<file path="src/rtl/vbau_pkg.sv">
`timescale 1ns / 1ps

package vbau_pkg;

  // Item kinds
  typedef enum logic [1:0] {
    KIND_TICK   = 2'd0,
    KIND_PORT_A = 2'd1,
    KIND_PORT_B = 2'd2,
    KIND_NONE   = 2'd3
  } kind_t;

  // Analog multiplexer channels (port B bits 2:1)
  typedef enum logic [1:0] {
    CH_Y_HOLD    = 2'd0,
    CH_ZERO_REF  = 2'd1,
    CH_INTENSITY = 2'd2,
    CH_JOY_ONLY  = 2'd3
  } mux_chan_t;

  localparam logic [7:0] DAC_FLIP     = 8'h80;
  localparam logic [7:0] HOLD_MIDDLE  = 8'd128;

  // Finished line segment
  typedef struct packed {
    logic        valid;
    logic [15:0] x0;
    logic [15:0] y0;
    logic [15:0] x1;
    logic [15:0] y1;
    logic [6:0]  intensity;
  } line_t;

  // Clamp a 25-bit signed value to the 24-bit signed range
  function automatic logic signed [23:0] sat24(input logic signed [24:0] v);
    logic signed [23:0] r;
    if (v[24] != v[23]) begin
      r = v[24] ? 24'sh800000 : 24'sh7fffff;
    end else begin
      r = v[23:0];
    end
    return r;
  endfunction

endpackage

</file>
<file path="src/rtl/vbau_beam.sv">
`timescale 1ns / 1ps

// Beam integrator and line segment tracker; advances one step per tick.
module vbau_beam import vbau_pkg::*; #(
  parameter int SCREEN_WIDTH  = 33000,
  parameter int SCREEN_HEIGHT = 41000
) (
  input  logic              clk,
  input  logic              rst,
  input  logic              tick,
  input  logic [7:0]        port_b,
  input  logic [7:0]        aux_control,
  input  logic              zero_line,
  input  logic              blank_shift,
  input  logic              blank_hand,
  input  logic              timer_ramp,
  input  logic signed [8:0] delta_x,
  input  logic signed [8:0] delta_y,
  input  logic [6:0]        intensity_hold,
  output line_t             line
);

  localparam logic signed [24:0] CENTER_X = 25'(SCREEN_WIDTH / 2);
  localparam logic signed [24:0] CENTER_Y = 25'(SCREEN_HEIGHT / 2);

  function automatic logic on_scr(input logic signed [23:0] bx,
                                  input logic signed [23:0] by);
    return !bx[23] && (bx[22:0] < 23'(SCREEN_WIDTH)) &&
           !by[23] && (by[22:0] < 23'(SCREEN_HEIGHT));
  endfunction

  logic signed [23:0] beam_x, beam_y, beam_x_next, beam_y_next;
  logic               on_now, on_next;
  logic               drawing, drawing_next;
  logic [15:0]        seg_start_x, seg_start_y, seg_end_x, seg_end_y;
  logic signed [23:0] seg_delta_x, seg_delta_y;
  logic [6:0]         seg_intensity;

  logic               blank, ramp, pull;
  logic signed [8:0]  step_x, step_y;
  logic signed [24:0] pull_x, pull_y, sum_x, sum_y;
  logic signed [23:0] sx, sy;
  logic               emit, open_seg, changed;

  // Per-tick delta and next beam position
  always_comb begin
    blank  = aux_control[4] ? blank_shift : blank_hand;
    ramp   = aux_control[7] ? timer_ramp : port_b[7];
    pull   = !zero_line;
    step_x = ramp ? 9'sd0 : delta_x;
    step_y = ramp ? 9'sd0 : delta_y;
    pull_x = CENTER_X - {beam_x[23], beam_x};
    pull_y = CENTER_Y - {beam_y[23], beam_y};
    sum_x  = {beam_x[23], beam_x} + {{16{step_x[8]}}, step_x};
    sum_y  = {beam_y[23], beam_y} + {{16{step_y[8]}}, step_y};
    if (pull) begin
      // centre pull lands exactly on the centre
      sx          = sat24(pull_x);
      sy          = sat24(pull_y);
      beam_x_next = CENTER_X[23:0];
      beam_y_next = CENTER_Y[23:0];
    end else begin
      sx          = {{15{step_x[8]}}, step_x};
      sy          = {{15{step_y[8]}}, step_y};
      beam_x_next = sat24(sum_x);
      beam_y_next = sat24(sum_y);
    end
    on_next = on_scr(beam_x_next, beam_y_next);
  end

  // Segment open / close decisions
  always_comb begin
    changed      = (sx != seg_delta_x) || (sy != seg_delta_y) ||
                   (intensity_hold != seg_intensity);
    emit         = 1'b0;
    open_seg     = 1'b0;
    drawing_next = drawing;
    if (!drawing) begin
      if (blank && on_now) begin
        drawing_next = 1'b1;
        open_seg     = 1'b1;
      end
    end else if (!blank) begin
      drawing_next = 1'b0;
      emit         = 1'b1;
    end else if (changed) begin
      emit = 1'b1;
      if (on_now) begin
        open_seg = 1'b1;
      end else begin
        drawing_next = 1'b0;
      end
    end
  end

  // Emitted line carries the segment as it stood before this tick
  always_comb begin
    line = '0;
    if (tick && emit) begin
      line.valid     = 1'b1;
      line.x0        = seg_start_x;
      line.y0        = seg_start_y;
      line.x1        = seg_end_x;
      line.y1        = seg_end_y;
      line.intensity = seg_intensity;
    end
  end

  // State registers
  always_ff @(posedge clk) begin
    if (rst) begin
      beam_x        <= CENTER_X[23:0];
      beam_y        <= CENTER_Y[23:0];
      on_now        <= 1'b1;
      drawing       <= 1'b0;
      seg_start_x   <= '0;
      seg_start_y   <= '0;
      seg_end_x     <= '0;
      seg_end_y     <= '0;
      seg_delta_x   <= '0;
      seg_delta_y   <= '0;
      seg_intensity <= '0;
    end else if (tick) begin
      beam_x  <= beam_x_next;
      beam_y  <= beam_y_next;
      on_now  <= on_next;
      drawing <= drawing_next;
      if (open_seg) begin
        seg_start_x   <= beam_x[15:0];
        seg_start_y   <= beam_y[15:0];
        seg_delta_x   <= sx;
        seg_delta_y   <= sy;
        seg_intensity <= intensity_hold;
      end
      if (drawing_next && on_next) begin
        seg_end_x <= beam_x_next[15:0];
        seg_end_y <= beam_y_next[15:0];
      end else if (open_seg) begin
        seg_end_x <= beam_x[15:0];
        seg_end_y <= beam_y[15:0];
      end
    end
  end

endmodule

</file>
<file path="src/rtl/vector_beam_analog_unit.sv">
`timescale 1ns / 1ps

// Channel   Direction  Handshake              Payload
// item      in         item_valid/item_stall  kind, port_a, port_b, aux_control, ...
// result    out        res_valid/res_stall    line_valid, line_x0..line_y1, ...
//
// One item per cycle while item_stall is low; its result appears in the output
// register in the cycle after the transfer. Beam and analog state update in the
// accepting cycle, so the next item follows with no gap. The single output
// register sets the stall: item_stall is high only while a result waits under
// res_stall. Reset initializes holds, beam (to screen center) and segment tracker.
module vector_beam_analog_unit import vbau_pkg::*; #(
  parameter int SCREEN_WIDTH  = 33000,
  parameter int SCREEN_HEIGHT = 41000
) (
  input  logic        clk,
  input  logic        rst,
  input  logic        item_valid,
  output logic        item_stall,
  input  logic [1:0]  kind,
  input  logic [7:0]  port_a,
  input  logic [7:0]  port_b,
  input  logic [7:0]  aux_control,
  input  logic        zero_line,
  input  logic        blank_shift,
  input  logic        blank_hand,
  input  logic        timer_ramp,
  input  logic [7:0]  joy_chan0,
  input  logic [7:0]  joy_chan1,
  input  logic [7:0]  joy_chan2,
  input  logic [7:0]  joy_chan3,
  output logic        res_valid,
  input  logic        res_stall,
  output logic        line_valid,
  output logic [15:0] line_x0,
  output logic [15:0] line_y0,
  output logic [15:0] line_x1,
  output logic [15:0] line_y1,
  output logic [6:0]  line_intensity,
  output logic        compare_bit
);

  logic              accept, tick, port_wr;
  logic [7:0]        x_hold, y_hold, zero_ref_hold, joy_hold;
  logic [6:0]        intensity_hold;
  logic              compare_flag;
  logic signed [8:0] delta_x, delta_y;
  logic [7:0]        x_next, y_next, zero_next, joy_next;
  logic [6:0]        inten_next;
  logic              demux;
  mux_chan_t         chan;
  line_t             line, line_q;

  assign item_stall = res_valid && res_stall;
  assign accept     = item_valid && !item_stall;
  assign tick       = accept && (kind_t'(kind) == KIND_TICK);
  assign port_wr    = accept && ((kind_t'(kind) == KIND_PORT_A) ||
                                 (kind_t'(kind) == KIND_PORT_B));

  // Sample-and-hold multiplexer for a port write
  always_comb begin
    x_next     = (kind_t'(kind) == KIND_PORT_A) ? (port_a ^ DAC_FLIP) : x_hold;
    y_next     = y_hold;
    zero_next  = zero_ref_hold;
    inten_next = intensity_hold;
    demux      = !port_b[0];
    chan       = mux_chan_t'(port_b[2:1]);
    case (chan)
      CH_Y_HOLD: begin
        joy_next = joy_chan0;
        if (demux) y_next = x_next;
      end
      CH_ZERO_REF: begin
        joy_next = joy_chan1;
        if (demux) zero_next = x_next;
      end
      CH_INTENSITY: begin
        joy_next = joy_chan2;
        if (demux) inten_next = x_next[7] ? x_next[6:0] : 7'd0;
      end
      default: begin
        joy_next = joy_chan3;
      end
    endcase
  end

  // Analog holds, comparator and beam deltas
  always_ff @(posedge clk) begin
    if (rst) begin
      x_hold         <= HOLD_MIDDLE;
      y_hold         <= HOLD_MIDDLE;
      zero_ref_hold  <= HOLD_MIDDLE;
      joy_hold       <= HOLD_MIDDLE;
      intensity_hold <= '0;
      compare_flag   <= 1'b0;
      delta_x        <= '0;
      delta_y        <= '0;
    end else if (port_wr) begin
      x_hold         <= x_next;
      y_hold         <= y_next;
      zero_ref_hold  <= zero_next;
      joy_hold       <= joy_next;
      intensity_hold <= inten_next;
      compare_flag   <= joy_next > x_next;
      delta_x        <= $signed({1'b0, x_next}) - $signed({1'b0, zero_next});
      delta_y        <= $signed({1'b0, zero_next}) - $signed({1'b0, y_next});
    end
  end

  vbau_beam #(
    .SCREEN_WIDTH  (SCREEN_WIDTH),
    .SCREEN_HEIGHT (SCREEN_HEIGHT)
  ) u_beam (
    .clk            (clk),
    .rst            (rst),
    .tick           (tick),
    .port_b         (port_b),
    .aux_control    (aux_control),
    .zero_line      (zero_line),
    .blank_shift    (blank_shift),
    .blank_hand     (blank_hand),
    .timer_ramp     (timer_ramp),
    .delta_x        (delta_x),
    .delta_y        (delta_y),
    .intensity_hold (intensity_hold),
    .line           (line)
  );

  // Output register
  always_ff @(posedge clk) begin
    if (rst) begin
      res_valid <= 1'b0;
    end else if (accept) begin
      res_valid <= 1'b1;
    end else if (!res_stall) begin
      res_valid <= 1'b0;
    end
  end

  always_ff @(posedge clk) begin
    if (accept) begin
      line_q      <= line;
      compare_bit <= port_wr ? (joy_next > x_next) : compare_flag;
    end
  end

  assign line_valid     = line_q.valid;
  assign line_x0        = line_q.x0;
  assign line_y0        = line_q.y0;
  assign line_x1        = line_q.x1;
  assign line_y1        = line_q.y1;
  assign line_intensity = line_q.intensity;

endmodule
</file>
<file path="config.mk">
export PLATFORM = sky130hd
export DESIGN_NAME = vector_beam_analog_unit
export DESIGN_NICKNAME = d
export VERILOG_FILES = /design/src/rtl/vbau_pkg.sv /design/src/rtl/vbau_beam.sv /design/src/rtl/vector_beam_analog_unit.sv
export SDC_FILE = /design/constraint.sdc
export NUM_CORES = 1
export LEC_CHECK = 0
export BUFFER_PORTS_ARGS = -buffer_cell sky130_fd_sc_hd__buf_2
export CELL_PAD_IN_SITES_DETAIL_PLACEMENT = 0
export CELL_PAD_IN_SITES_GLOBAL_PLACEMENT = 1
export CORE_UTILIZATION = 48
export CTS_BUF_LIST = sky130_fd_sc_hd__clkbuf_8
export CTS_CLUSTER_SIZE = 16
export DETAILED_ROUTE_END_ITERATION = 10
export GPL_TIMING_DRIVEN = 0
export PLACE_DENSITY_LB_ADDON = 0.1
export SLEW_MARGIN = 20
export SYNTH_ARGS = -nofsm -noshare
export SYNTH_HDL_FRONTEND = slang
export SYNTH_SLANG_ARGS = --single-unit
</file>
<file path="constraint.sdc">
create_clock -name clk -period 7.5 [get_ports clk]
set_input_delay 0 -clock clk [delete_from_list [all_inputs] [get_ports clk]]
set_output_delay 0 -clock clk [all_outputs]
set_load 0.01 [all_outputs]
</file>
# == After elaboration in Yosys (flattened, before gate mapping) ==
# Index checks and enable logic that the tools add are counted.
# classes
addsub,6
n_lt_le_gt_ge,3
eq_ne,12
n_mux,42
n_bitwise,2
reduce_logical,22
# ops
op,count
2-to-1 mux 24 bit,12
2-to-1 mux 72 bit,1
2-to-1 mux 16 bit,4
adder 24 x 9 -> 25 bit,2
subtractor 16 x 24 -> 25 bit (first input constant),2
!= test 24 bit,2
< comparator 23 x 16 -> 1 bit (second input constant),2
2-to-1 mux 8 bit,5
one-hot mux 8 bit (3 select lines),1
2-to-1 mux 9 bit,2
subtractor 8 x 8 -> 9 bit,2
2-to-1 mux 1 bit,16
logical AND 1 bit,10
greater-than comparator 8 bit,1
2-to-1 mux 7 bit,1
!= test 7 bit,1
equality test 2 x 1 -> 1 bit (second input constant),2
equality test 2 bit (second input constant),2
logical NOT 2 bit,2
!= test 1 bit,4
AND reduction 2 bit,2
logical NOT 1 bit,3
logical OR 1 bit,3
AND reduction 3 bit,1
3 further kinds,4
# totals
register_bits,293
inputBits,66
output_inout_bits,75
word_cells,113

# == Depth between registers and ports, before layout ==
# Gate-level depths: netlist of the first run.
# logic_depth
depth_word,13
mapped_depth,23
depth_no_buf,18

# == Hierarchy ==
# Synthesis of the first run repeated with hierarchy kept, for this count alone.
# hier_totals
cells_unflattened,2539
hier_area_um2,20567.2
# modules_own_cells
mod,instances,cells_per_inst,area_per_inst_um2,seq_area_each_um2
vbau_beam,1,2081,15068.2,3383.2
vector_beam_analog_unit,1,458,5499.0,3213.1

# == Worst setup path before layout of the first run ==
# OpenSTA, ideal clock, no wires.
# synth_path
kind,register to register
start,register res_valid
end,register u_beam.seg_delta_y[16]
setup_ns,0.128
t_arrival_ns,5.538
required_time_ns,7.372
setup_slack_ns,1.835
stages_incl_launch_ff,11
n_path_buf,2
synth_period_minus_slack_ns,5.665
cell_sequence,dfxtp_1 -> nand2_1 -> and2_0 -> nand2_1 -> nor2_1 -> nand2_1 -> nor2_1 -> clkbuf_1 -> buf_1 -> mux2i_1 -> nor2_1
# synth_between
elab_chain_cells,5
# synth_rtl
item,line_no,rtl
"start, declared",vector_beam_analog_unit.sv:32,"output logic res_valid,"
"start signal, assigned",vector_beam_analog_unit.sv:132,res_valid <= 1'b0;
"start signal, assigned",vector_beam_analog_unit.sv:134,res_valid <= 1'b1;
"start signal, assigned",vector_beam_analog_unit.sv:136,res_valid <= 1'b0;
logical AND 1 bit,vector_beam_analog_unit.sv:54,assign item_stall = res_valid && res_stall;
logical NOT 1 bit,vector_beam_analog_unit.sv:55,assign accept = item_valid && !item_stall;
logical AND 1 bit,vector_beam_analog_unit.sv:55,
via accept,vector_beam_analog_unit.sv:43,"logic accept, tick, port_wr;"
logical AND 1 bit,vector_beam_analog_unit.sv:56,assign tick = accept && (kind_t'(kind) == KIND_TICK);
AND reduction 2 bit (no source line),n/a,
"end signal, assigned",vbau_beam.sv:132,seg_delta_y <= sy;
"end, declared",vbau_beam.sv:36,"logic signed [23:0] seg_delta_x, seg_delta_y;"
# The timed path passes the listed nets, and every way through them passes these cells.
# A chain may end at the register's enable or synchronous reset.

# == Worst setup path after layout of the first run ==
# layout_path
start,input aux_control[7]
end,register u_beam.seg_end_y[13]
# layout_between
elab_chain_cells,13
word_cells_on_any_way,36
classes_between,add/sub: 2; order compare: 2; eq/ne: 4; mux: 18; reduce/logical: 10
# layout_rtl
item,line_no,rtl
"start, declared",vector_beam_analog_unit.sv:23,"input logic [7:0] aux_control,"
2-to-1 mux 1 bit *,vbau_beam.sv:48,ramp = aux_control[7] ? timer_ramp : port_b[7];
2-to-1 mux 9 bit,vbau_beam.sv:50,step_x = ramp ? 9'sd0 : delta_x;
adder 24 x 9 -> 25 bit,vbau_beam.sv:54,"sum_x = {beam_x[23], beam_x} + {{16{step_x[8]}}, step_x};"
2-to-1 mux 24 bit or != test 1 bit (tied branches),"vbau_pkg.sv:38, vbau_pkg.sv:37",
2-to-1 mux 24 bit,vbau_pkg.sv:37,if (v[24] != v[23]) begin
2-to-1 mux 24 bit,vbau_beam.sv:56,if (pull) begin
< comparator 23 x 16 -> 1 bit or logical NOT 1 bit (tied branches),vbau_beam.sv:28,return !bx[23] && (bx[22:0] < 23'(SCREEN_WIDTH)) &&
logical AND 1 bit (2 in series),vbau_beam.sv:28,
logical AND 1 bit,vbau_beam.sv:29,!by[23] && (by[22:0] < 23'(SCREEN_HEIGHT));
logical AND 1 bit,vbau_beam.sv:135,if (drawing_next && on_next) begin
nonzero test 2 bit (no source line),n/a,
AND reduction 2 bit (no source line),n/a,
"end signal, assigned",vbau_beam.sv:137,seg_end_y <= beam_y_next[15:0];
"end signal, assigned",vbau_beam.sv:140,seg_end_y <= beam_y[15:0];
"end, declared",vbau_beam.sv:35,"logic [15:0] seg_start_x, seg_start_y, seg_end_x, seg_end_y;"
# Mark *: on every way between the ends. The rest lies on a longest branch, timed or not.

==> results.ini, run 1 <==
[synthesis]
yosysMostFrequentCell=nor2_1
synthTopCellsByArea=dfxtp_1 (23%), edfxtp_1 (12%), mux2i_1 (6.0%), a21oi_1 (5.1%), nor2_1 (4.8%)
synth_edf_count=73
synthFlopType=dfxtp_1
ys_warn_count=0
syn_inst=2250
ys_seq_elements=293
synth_largest_area_cell=dfxtp_1
postSynth.asyncResetShare_pct=0
synth_fp_nets=2381
synth_top_area_share_pct=23.40
synth_cell_types=86
ys_seq_area_share_pct=35.05
syn_area_mm2=0.01882
synthTopCellsByCount=nor2_1 (241), dfxtp_1 (220), nand2_1 (206), a21oi_1 (193), clkbuf_1 (141)
syn_avg_cell_area_um2=8.364

[die]
io_pins=141
die_y_um=200.0
die_area_mm2=0.04000
rows=72
core_mm2=0.03865
die_w_um=200.0
initial_core_util_pct=48.70

[timing]
min_period_ns=7.033
drv_slew=0
fmax_ghz=0.1422
min_period_over_period_pct=93.77
fin_ws_ns=0.4672
hold_slack_ns=0.04590
rsz0062_at_grt=false
skew_ns=0.04920
fin_setup_tns_ns=0
hold_viol=0
relSlewSlack_pct=19.61
worstMarginPinSlew_ns=1.172
setup_viol=0

[critical_path]
crit_path_end_kind=flop
worst-path-max-fanout=10
critical_path_class=input pin to flop
required_ns=8.00
crit_arrival_ns=7.53
start_kind=input pin

[global_routing]
grt_pass1_wl_mm=104.1
grt_overflow=0
grt_antenna_before_repair=1
grt_pass1_vias=16967
grt_max_degree=65
gr-usage-all-layers_pct=34.91

[clock_tree]
clk_pin_slew_ns=0.06
cts_buffer_depth=3
cts.sinks=293
insertion_delay_ns=0.66
htree_levels=2
cts-root-buf=clkbuf_8
cts_buffers=52
cts_setup_buffers=0
cts_tree=yes

[cells_and_area]
finalNonFillerCells=2999
nFillCells=3705
stdcell_area_mm2=0.02131
area_delta_synth_final_pct=13.25
multiInputGateArea_mm2=0.01132
final_nets=2570
num_antenna_cells=0
register_area_mm2=0.006596
drive_gt1_share_pct=11.41
utilization_pct=55.15

[hold_path]
hold_class=input pin to flop

[drt]
wl_mm=69.72
via_count=18396
viasPerCell=6.134
drtIter0Drc=1708
route.detailed.drc=0
dr.pass1.iters=6
post_drt_wl_per_cell_um=23.25
antenna_left=0

[pwr]
p_total_mw=4.126
p_leak_nw=8.473
power_density_mw_per_mm2=193.6
vdd_drop_max_uv=152.2

[placed_design]
post-place-cells=2897
placed_area_mm2=0.02014
numPortBuffers=128
gp_congestion=1.006
hpwl_mm=54.52
dp_slack_ns=-0.5476

[outcome]
outcome=finished clean

[flow_run]
cap_violations=0

-- sequential cells by signal, summed over array words and instances, names as in the netlist, 7 cells and up --
name                  count
delta_x                   9
delta_y                   9
intensity_hold            7
line_intensity            7
line_x0                  16
line_x1                  16
line_y0                  16
line_y1                  16
u_beam.beam_x            24
u_beam.beam_y            24
u_beam.seg_delta_x       24
u_beam.seg_delta_y       24
u_beam.seg_end_x         16
u_beam.seg_end_y         16
u_beam.seg_intensity      7
u_beam.seg_start_x       16
u_beam.seg_start_y       16
x_hold                    8
y_hold                    8
zero_ref_hold             8
-- cells in the final DEF (no fill, tap or decap), drive strengths merged, types with 71 or more instances in the layout --
master,synthesis,routed
nor2,241,241
dfxtp,220,220
nand2,206,206
clkbuf,141,203
a21oi,193,193
buf,26,155
mux2i,113,113
o21ai,86,86
inv,66,84
and3,83,83
edfxtp,73,73
xnor2,71,71
-- layout make-up --
| class | instances | area share, % |
|---|---|---|
| Timing Repair Buffer | 135 | 3.417 |
| Clock buffer | 62 | 4.004 |
| Inverter | 67 | 1.198 |
| Sequential cell | 293 | 30.95 |
| Multi-Input combinational cell | 1723 | 53.12 |
| Buffer | 167 | 3.141 |
| Tap cell | 518 | 3.041 |
| Clock inverter | 34 | 1.127 |
-- where the power goes --
part           internal (mW)  leakage [nW]  switching (mW)  total [mW]
Clock                  0.860         0.626           0.704        1.56
Combinational          0.300          5.32           0.550       0.850
Sequential              1.67          2.52          0.0423        1.71
-- worst paths after layout --
kind | slack (ns) | endpoint | cells past startpoint | start
max | 0.47 | u_beam.seg_end_y[13] | 22 | aux_control[7]
min | 0.05 | x_hold[2] | 3 | port_a[2]
max reg2reg | 0.49 | u_beam.seg_intensity[1] | 16 | u_beam.beam_y[14]
min reg2reg | 0.45 | delta_x[6] | 2 | delta_x[6]
-- timing repair --
| action | in CTS | in global routing |
|---|---|---|
| setup endpoints to repair | 0 | 32 |
| hold buffers | 6 | 0 |
| resized for setup | 0 | 5 |
| endpoints found under the hold margin | 17 | 0 |
-- critical path: stages --
cell and delay (ns):
buf_2 0.10, mux2i_1 0.95, clkbuf_1 0.59, clkbuf_1 0.41, and2_1 0.30, ha_1 0.33
and2_1 0.20, or4_1 0.43, o21a_1 0.23, o2111a_1 0.29, or2_2 0.30, clkbuf_1 0.20
mux2i_1 0.31, clkbuf_1 0.43, a31o_2 0.25, o2111ai_1 0.11, o31ai_1 0.36, nand4_1 0.36
a211oi_4 0.62, buf_6 0.26, mux2i_1 0.36, a211oi_2 0.11
-- cells by family after synthesis --
kind of cell	Yosys count	synth area share [%]
XOR/XNOR	104	4.840
adder cells (fa/ha/maj)	66	4.534
flip-flops	293	35.05
AND/OR/NAND/NOR	793	20.32
AO/OA/AOI/OAI	634	23.10
buffers and inverters	234	4.887
multiplexers	126	7.267
-- metal layers --
layer | GRT usage (%) | vias up | part of all wire (%) | wire [um]
met3 | 4.940 | 130 | 7.3 | 5066
li1 | - | 8669 | - | -
met5 | 0 | - | 0 | 0
met1 | 48.64 | 8856 | 45 | 31320
met2 | 54.27 | 741 | 44 | 30710
met4 | 13.85 | 0 | 3.8 | 2621
No activity file was read; power rests on OpenSTA's default activity.
==> inputs of run 2 (changes only) <==
RECOVER_POWER = 100   (was default)
==> results.ini, run 2 (synthesized netlist as in run 1, its figures left out) <==
[critical_path]
required_ns=8.00  ; about the same
cp_cell_sequence=clkbuf_1 -> mux2i_1 -> clkbuf_1 -> clkbuf_1 -> and2_0 -> ha_1 -> and2_0 -> or4_1 -> o21a_1 -> o2111a_1 -> or2_2 -> clkbuf_1 -> mux2i_1 -> clkbuf_1 -> a31o_2 -> o2111ai_1 -> o31ai_1 -> nand4_1 -> a211oi_4 -> buf_6 -> mux2i_1 -> a211oi_2
critical_path_class=input pin to flop
cp_slowest_stage_delay_ns=0.96  ; about the same
crit_arrival_ns=7.58  ; +0.05 ns
worst-path-max-fanout=10  ; unchanged
cp.depth=22  ; unchanged
path_buf_inv=6  ; unchanged
start_kind=input pin
crit_path_end_kind=flop
critPathMostFrequentCell=clkbuf_1
crit_slowest_cell=mux2i_1
reg2reg_depth=16  ; unchanged
crit_family=buffers and inverters

[timing]
relSlewSlack_pct=-107.6  ; -130 points
hold_slack_ns=0.04072  ; -0.005187 ns
min_period_over_period_pct=94.43  ; +0.65 points
hold_viol=0  ; unchanged
drv_slew=65  ; +65
worstMarginPinSlew_ns=3.113  ; +1.941 ns
fin_ws_ns=0.4181  ; -0.04906 ns
fmax_ghz=0.1412  ; -0.69%
min_period_ns=7.082  ; +0.04906 ns
rsz0062_at_grt=false
setup_viol=0  ; unchanged
skew_ns=0.04909  ; -0.0001096 ns

[drt]
viasPerCell=6.120  ; -0.23%
route.detailed.drc=0  ; unchanged
drtIter0Drc=1604  ; -6.1%
wl_mm=69.86  ; +0.20%
post_drt_wl_per_cell_um=23.29  ; +0.20%
antenna_left=0  ; unchanged
dr.pass1.iters=6  ; unchanged
via_count=18353  ; -0.23%

[die]
rows=72  ; unchanged
core_mm2=0.03865  ; unchanged
die_w_um=200.0  ; unchanged
die_y_um=200.0  ; unchanged
die_area_mm2=0.04000  ; unchanged
io_pins=141  ; unchanged
initial_core_util_pct=48.70  ; unchanged

[pwr]
power_density_mw_per_mm2=195.2  ; +0.85%
p_total_mw=4.122  ; about the same
p_leak_nw=8.190  ; -3.3%
vdd_drop_max_uv=152.1  ; about the same

[clock_tree]
cts_buffers=52  ; unchanged
cts.sinks=293  ; unchanged
cts_tree=yes
insertion_delay_ns=0.66  ; about the same
clk_pin_slew_ns=0.06  ; about the same
cts_buffer_depth=3  ; unchanged
htree_levels=2  ; unchanged
cts-root-buf=clkbuf_8

[global_routing]
grt_pass1_wl_mm=104.1  ; unchanged
grt_busiest_layer=met2
grt_overflow=0  ; unchanged
use_met1_pct=48.64  ; unchanged
grt_pass1_vias=16967  ; unchanged
grt_use_met2_pct=54.27  ; unchanged
grt_max_degree=65  ; unchanged
grt_antenna_before_repair=1  ; unchanged
use_met3_pct=4.940  ; unchanged
gr-usage-all-layers_pct=34.91  ; unchanged

[cells_and_area]
drive_gt1_share_pct=7.578  ; -3.8 points
multiInputGateArea_mm2=0.01124  ; -0.71%
final_nets=2570  ; unchanged
num_antenna_cells=0  ; unchanged
register_area_mm2=0.006596  ; unchanged
nFillCells=3778  ; +2.0%
area_delta_synth_final_pct=12.19
stdcell_area_mm2=0.02111  ; -0.94%
final_cell_mix=nor2_1 (241), clkbuf_1 (224), dfxtp_1 (220)
finalNonFillerCells=2999  ; unchanged
final_common_cell=nor2_1

[flow_run]
cap_violations=1  ; +1

[hold_path]
hold_class=input pin to flop
whs_path_depth=3  ; unchanged

[placed_design]
hpwl_mm=54.52  ; unchanged
placed_area_mm2=0.02014  ; unchanged
dp_slack_ns=-0.5476  ; unchanged
post-place-cells=2897  ; unchanged
gp_congestion=1.006  ; unchanged
numPortBuffers=128  ; unchanged

[outcome]
violations=max-capacitance violations, max-slew violations
outcome=complete, but fails checks

run 2: cell types whose count changed in the layout (fill, tap and decap cells not counted):
cell / before / now
a211oi_1: 44 / 59
a211oi_2: 21 / 6
and2_0: 0 / 10
and2_1: 30 / 21
and2_4: 1 / 0
buf_1: 8 / 2
buf_16: 1 / 0
buf_2: 143 / 64
clkbuf_1: 140 / 224
clkbuf_2: 1 / 3
nor2_1: 240 / 241
nor2_2: 1 / 0
run 2: worst min-delay path: stages:
cell	delay [ns]
buf_2	0.08
mux2i_1	0.26
a211oi_1	0.27
run 2: timing repair:
action / in CTS / in global routing
endpoints found under the hold margin: 17 / 0
resized for setup: 0 / 5
setup endpoints to repair: 0 / 32
setup buffers: 0 / 0
hold buffers: 6 / 0
run 2: cell type report:
type                       count  area share (%)
sequential                   293           31.24
timing repair buffer         135           2.880
clock inverter                34           1.138
multi-input combinational   1723           53.25
tap                          518           3.070
inverter                      67           1.209
buffer                       167           3.171
clock buffer                  62           4.042
run 2: routing by layer:
layer	vias to the layer above	part of all wire, %
met5	-	0
met4	0	3.7
met3	130	7.6
met2	771	44
met1	8782	45
li1	8670	-
run 2: path summary, 6_finish.rpt:
kind	from	end	slack, ns
worst max-delay path	aux_control[7]	u_beam.seg_end_y[13]	0.42
worst min-delay path	port_a[2]	x_hold[2]	0.04
worst max register to register	u_beam.beam_y[14]	u_beam.seg_intensity[1]	0.43
worst min register to register	delta_x[6]	delta_x[6]	0.45
run 2: stage by stage:
step	setup TNS [ns]	util [%]
after CTS	0	55.10
after floorplan	0	-
after detailed placement	-13.55	52.12
after global routing	0	54.63
final	0	54.63
after global placement	-63.35	52.03
run 2: report_power, final:
group	internal, mW	switching [mW]	total, mW	leakage, nW
Clock	0.860	0.707	1.57	0.626
Sequential	1.67	0.0429	1.72	2.52
Combinational	0.292	0.548	0.840	5.04
Total	2.82	1.30	4.12	8.19
